<file path="config.mk">
export PLATFORM = sky130hd
export DESIGN_NAME = gmps_alu
export DESIGN_NICKNAME = d
export VERILOG_FILES = /design/src/assert_macros.svh /design/src/gmps_pkg.sv /design/src/gmps_alu.sv
export SDC_FILE = /design/constraint.sdc
export NUM_CORES = 1
export LEC_CHECK = 0
export ABC_AREA = 1
export BUFFER_PORTS_ARGS = -buffer_cell sky130_fd_sc_hd__buf_2
export CORE_UTILIZATION = 50
export DETAILED_ROUTE_END_ITERATION = 7
export PLACE_DENSITY = 0.78
export SLEW_MARGIN = 20
export SYNTH_ARGS = -nofsm -noshare
export SYNTH_HDL_FRONTEND = slang
export SYNTH_SLANG_ARGS = --single-unit
</file>
<file path="constraint.sdc">
create_clock -name vclk -period 2.4
set_clock_uncertainty 0.1 [all_clocks]
set_input_delay 0.12 -clock vclk [all_inputs]
set_output_delay 0.12 -clock vclk [all_outputs]
set_load 0.005 [all_outputs]
</file>
<file path="src/assert_macros.svh">
// assertion helpers used by the grid_min_path_sum_traceback rtl
`ifndef ASSERT_MACROS_SVH
`define ASSERT_MACROS_SVH

// property checked on every rising clock edge outside reset
`define ASSERT_CLK(lbl, prop, msg) \
   lbl: assert property (@(posedge clock) disable iff (reset) prop) else $error(msg);

// condition that must never be seen outside reset
`define ASSERT_NEVER(lbl, cond, msg) \
   lbl: assert property (@(posedge clock) disable iff (reset) !(cond)) else $error(msg);

`endif

</file>
<file path="src/gmps_pkg.sv">
package gmps_pkg;

   // grid bounds
   localparam int MAX_ROWS = 16;
   localparam int MAX_COLS = 16;
   localparam int CELLS    = MAX_ROWS * MAX_COLS;
   localparam int MOVES    = MAX_ROWS + MAX_COLS - 2;
   localparam int MV_DEPTH = (MOVES > 0) ? MOVES : 1;

   // field widths
   localparam int COST_W    = 16;
   localparam int SUM_W     = 21;
   localparam int SIZE_W    = 5;
   localparam int CSR_IDX_W = 2;
   localparam int RSP_DATA_W = ((SUM_W + 1 + 7) / 8) * 8;

   // derived index and counter widths
   localparam int IDX_W = (CELLS > 1) ? $clog2(CELLS) : 1;
   localparam int CNT_W = $clog2(CELLS + 1);
   localparam int ROW_W = (MAX_ROWS > 1) ? $clog2(MAX_ROWS) : 1;
   localparam int COL_W = (MAX_COLS > 1) ? $clog2(MAX_COLS) : 1;
   localparam int MVN_W = $clog2(MV_DEPTH + 1);
   localparam int MV_W  = (MV_DEPTH > 1) ? $clog2(MV_DEPTH) : 1;

   // size register reset values
   localparam logic [SIZE_W-1:0] RESET_ROWS = SIZE_W'(16);
   localparam logic [SIZE_W-1:0] RESET_COLS = SIZE_W'(16);

   // register indexes
   localparam logic [CSR_IDX_W-1:0] CSR_GRID_ROWS = CSR_IDX_W'(0);
   localparam logic [CSR_IDX_W-1:0] CSR_GRID_COLS = CSR_IDX_W'(1);

   // result kinds and move codes
   localparam logic KIND_SUM   = 1'b0;
   localparam logic KIND_MOVE  = 1'b1;
   localparam logic MOVE_RIGHT = 1'b0;
   localparam logic MOVE_DOWN  = 1'b1;

   typedef logic signed [COST_W-1:0] cost_type;
   typedef logic signed [SUM_W-1:0]  sum_type;

endpackage

</file>
<file path="src/gmps_alu.sv">
module gmps_alu (
   input  gmps_pkg::sum_type alu_a,
   input  gmps_pkg::sum_type alu_b,
   output logic              alu_le,
   output gmps_pkg::sum_type alu_sum
);
   import gmps_pkg::*;

   logic signed [SUM_W:0] wide_sum;

   // compare used for the min step and for the traceback choice
   assign alu_le = (alu_a <= alu_b);

   // add with saturation to the sum width
   assign wide_sum = {alu_a[SUM_W-1], alu_a} + {alu_b[SUM_W-1], alu_b};

   always_comb begin
      if (wide_sum[SUM_W] != wide_sum[SUM_W-1]) begin
         alu_sum = wide_sum[SUM_W] ? {1'b1, {(SUM_W-1){1'b0}}} : {1'b0, {(SUM_W-1){1'b1}}};
      end else begin
         alu_sum = wide_sum[SUM_W-1:0];
      end
   end

endmodule

</file>
# --- Word-level counts from Yosys, hierarchy flattened ---
# Index checks and enable logic that the tools add are counted.
word_totals:
  output_inout_bits: 22
  reg_bits: 0
  word_cells: 5
op_classes:
  n_eq_ne: 1
  n_addsub: 1
  n_mux: 2
  magnitude_cmp: 1
op_table:
  columns: ["cell", "n"]
  rows:
  - ["21-bit 2-to-1 mux", 2]
  - ["21-bit by 21-bit adder with 22-bit output", 1]
  - ["21-bit less-or-equal comparator", 1]
  - ["1-bit inequality test", 1]

# --- Depth between registers and ports, before layout ---
depth:
  depth_word: 3
  mapped_depth: 17
  mapped_depth_nobuf: 16

# --- Worst setup path after synthesis ---
# Ideal clock, no wire load.
synth_path:
  path_kind: "input port to output port"
  from: "input alu_a[0]"
  to: "output alu_sum[2]"
  arrival_ns: 1.677
  cell_stages: 16
  path_slack_ns: 0.503
  required_time_ns: 2.180
  cell_sequence: "ha_1 -> inv_1 -> fa_1 -> inv_1 -> nand3_1 -> nand2_2 -> nand2_1 -> nand3_2 -> nand2_2 -> nand2_1 -> nand2_1 -> nand2_1 -> nand2_4 -> buf_12 -> o21ai_2 -> nand2_1"
synth_between:
  elab_chain_cells: 3
synth_lines:
  columns: ["element", "line", "rtl"]
  rows:
  - ["start, declared", "gmps_alu.sv:2", "input gmps_pkg::sum_type alu_a,"]
  - ["21-bit by 21-bit adder with 22-bit output *", "gmps_alu.sv:15", "assign wide_sum = {alu_a[SUM_W-1], alu_a} + {alu_b[SUM_W-1], alu_b};"]
  - ["21-bit 2-to-1 mux / 1-bit inequality test (equally long branches)", "gmps_alu.sv:19, gmps_alu.sv:18", null]
  - ["21-bit 2-to-1 mux *", "gmps_alu.sv:18", "if (wide_sum[SUM_W] != wide_sum[SUM_W-1]) begin"]
  - ["end, declared", "gmps_alu.sv:5", "output gmps_pkg::sum_type alu_sum"]
# Mark *: on every way between the ends. The rest lies on a longest branch, timed or not.

# --- Worst setup path after layout ---
layout_path:
  from: "input alu_a[0]"
  to: "output alu_sum[8]"
# Same word-level chain as after synthesis.

==> impl_metrics.yaml <==
place:
  pre_cts_slack_ns: 0.0198
  detailed_placement_hpwl_mm: 4.96
  globalplace.congestion: 0.882
  numPortBuffers: 64
detailed_routing:
  drt.antenna.violating_nets: 0
  post_drt_wl_per_cell_um: 12.3
  drt-initial-drc-count: 206
  number_of_detailed_route_iterations_in_the_first_pass: 4
  routed_via_density: 5.14
  via_count: 2528
  routed_wirelength_mm: 6.05
  drt_drc_violations_left: 0
worst_setup_path:
  cpMaxStageDelayCell: "sky130_fd_sc_hd__fa_2"
  worst_path_largest_cell_delay_ns: 0.34
  start_kind: "input pin"
  critPathTopFamily: "simple AND/OR/NAND/NOR gates"
  timing.critical_path.buf_inv: 6
  crit_path_cell_trace: "buf_2 -> ha_2 -> inv_1 -> fa_2 -> inv_2 -> nand3_1 -> nand2_2 -> nand2_1 -> nand3_2 -> nand2_2 -> nand2_1 -> nand2_1 -> nand4_1 -> buf_4 -> buf_6 -> nand2_1 -> buf_2"
  cp.arrival_ns: 2.06
  top_fanout_value_on_the_critical_path: 7
  critPathMostFrequentCell: "sky130_fd_sc_hd__nand2_1"
  end_kind: "primary output"
  cp_data_required_time_ns: 2.18
  critical_path_class: "in -> out"
outcome:
  run_status: "complete, no violations"
timing:
  share_of_the_cycle_needed_by_the_critical_path_after_routing_pct: 95.1
  final_hold_viols: 0
  timing.hold.ws_ns: 0.622
  slew-limit-headroom_pct: 66.9
  worst_slew_pin_slew_ns: 0.492
  slew_viol_final: 0
  setup_viol_count_final: 0
  timing.final.ws_setup_ns: 0.118
  finalSetupTns_ns: 0
  final.min_clock_period_ns: 2.28
  maxClockFrequency_ghz: 0.438
synth:
  mappedNetlistArea_um2: 2150
  yosysSeqAreaShare_pct: 0
  postSynthAreaPerCell_um2: 5.80
  ys_top_cells_by_area: "sky130_fd_sc_hd__ha_1 (24%), sky130_fd_sc_hd__nand2_1 (17%), sky130_fd_sc_hd__inv_1 (11%)"
  synthDominantCellAreaShare_pct: 24.4
  synth_fp_nets: 456
  synthDominantAreaCellType: "sky130_fd_sc_hd__ha_1"
  synth.distinct_cells: 32
  synthCells: 371
  yosys_warnings: 0
finish:
  final_core_utilization_pct: 64.9
  layout.area.seq_um2: 0
  n_fill_cell: 411
  layout.cells.most_common: "sky130_fd_sc_hd__nand2_1"
  layout.cells.most_common_list: "sky130_fd_sc_hd__nand2_1 (94), sky130_fd_sc_hd__buf_2 (64), sky130_fd_sc_hd__inv_1 (62), sky130_fd_sc_hd__ha_1 (41), sky130_fd_sc_hd__nor2_1 (34)"
  finalNetCount: 529
  layout_area_growth_over_synthesis_pct: 22.3
  antenna_cells: 0
  nClkBuffers: 0
  layout.sequential_cells: 0
  layout-drive-gt1-share_pct: 28.3
die:
  die_w_um: 67.6
  core_region_area_um2: 4060
  ios: 64
  floorplan.die.height_um: 67.6
  row_count: 23
  initial_core_util_pct: 53.1
  dieArea_um2: 4570
global_routing:
  antenna_found_initial: 0
  gr-total-overflow: 0
  first_global_vias: 2327
  pin_count_of_the_biggest_net_entering_global_routing: 21
  grt_pass1_wl_mm: 9.53
  globalRouteTotalUtil_pct: 26.2
pwr:
  static-leakage-power_nw: 1.58
  irDropWorstVdd_mv: 0.152
  cellPowerDensity_nw_per_um2: 304
  totalPowerFinal_mw: 0.800
clocking:
  cts-hold-fix-buffers: 0
run:
  drv.max_cap_violation_count: 0
min_path:
  hold_wc_path_type: "in -> out"
what timing repair did:
| item | 4_1_cts | 5_1_grt |
|---|---|---|
| gates resized for setup | 0 | 15 |
| buffers inserted | 0 | 2 |
| setup endpoints to repair | 0 | 20 |
layer usage:
| layer | track usage (%) | wire length (um) | vias to the layer above |
|---|---|---|---|
| met5 | 0 | 0 | - |
| met4 | 2.39 | 37 | 0 |
| met3 | 1.52 | 310 | 4 |
| met2 | 50.1 | 2940 | 79 |
| met1 | 32.3 | 2760 | 1126 |
| li1 | - | - | 1319 |
where the power goes:
group          internal [mW]  switching, mW  leakage, nW  total, mW
Combinational          0.325          0.475         1.58      0.800
Clock                      0              0            0          0
Sequential                 0              0            0          0
Total                  0.325          0.475         1.58      0.800
worst min-delay path: cells and delay by family:
| kind | cells | cell delay, ns |
|---|---|---|
| fa+ha+maj | 1 | 0.12 |
| simple gates | 2 | 0.10 |
| buf+inv | 3 | 0.25 |
final timing paths:
path	start	endpoint	slack, ns	depth (start not counted)
max	alu_a[0]	alu_sum[8]	0.12	17
min	alu_b[0]	alu_sum[0]	0.62	6
final cells by class:
cell class | count | area [um^2] | area share (%)
Inverter | 73 | 274 | 10.4
Multi-Input combinational cell | 295 | 1890 | 71.8
Tap cell | 50 | 62.6 | 2.38
Timing Repair Buffer | 74 | 407 | 15.4
stage by stage:
stage	cell area, um^2	cells
6_report	2630	492
5_1_grt	2630	492
4_1_cts	2550	488
3_5_place_dp	2550	488
3_3_place_gp	2550	488
2_1_floorplan	2150	371
synth_stat cells, types with 6 or more instances:
library cell               n
sky130_fd_sc_hd__nand3_1  17
sky130_fd_sc_hd__o21ai_0   9
sky130_fd_sc_hd__ha_1     42
sky130_fd_sc_hd__inv_2    10
sky130_fd_sc_hd__nand2_2  16
sky130_fd_sc_hd__nand4_1   6
sky130_fd_sc_hd__nand2_1  95
sky130_fd_sc_hd__inv_1    63
sky130_fd_sc_hd__xor2_1   12
sky130_fd_sc_hd__a21oi_1  25
sky130_fd_sc_hd__nor2_1   35
logic make-up after synthesis:
| group | count (synthesis) | synth area share [%] |
|---|---|---|
| AO/OA/AOI/OAI | 50 | 14.4 |
| XOR/XNOR | 12 | 4.88 |
| adder cells (fa/ha/maj) | 43 | 25.3 |
| buffers and inverters | 77 | 14.6 |
| AND/OR/NAND/NOR | 189 | 40.7 |
Note: power is estimated with default switching activity, not from simulation.
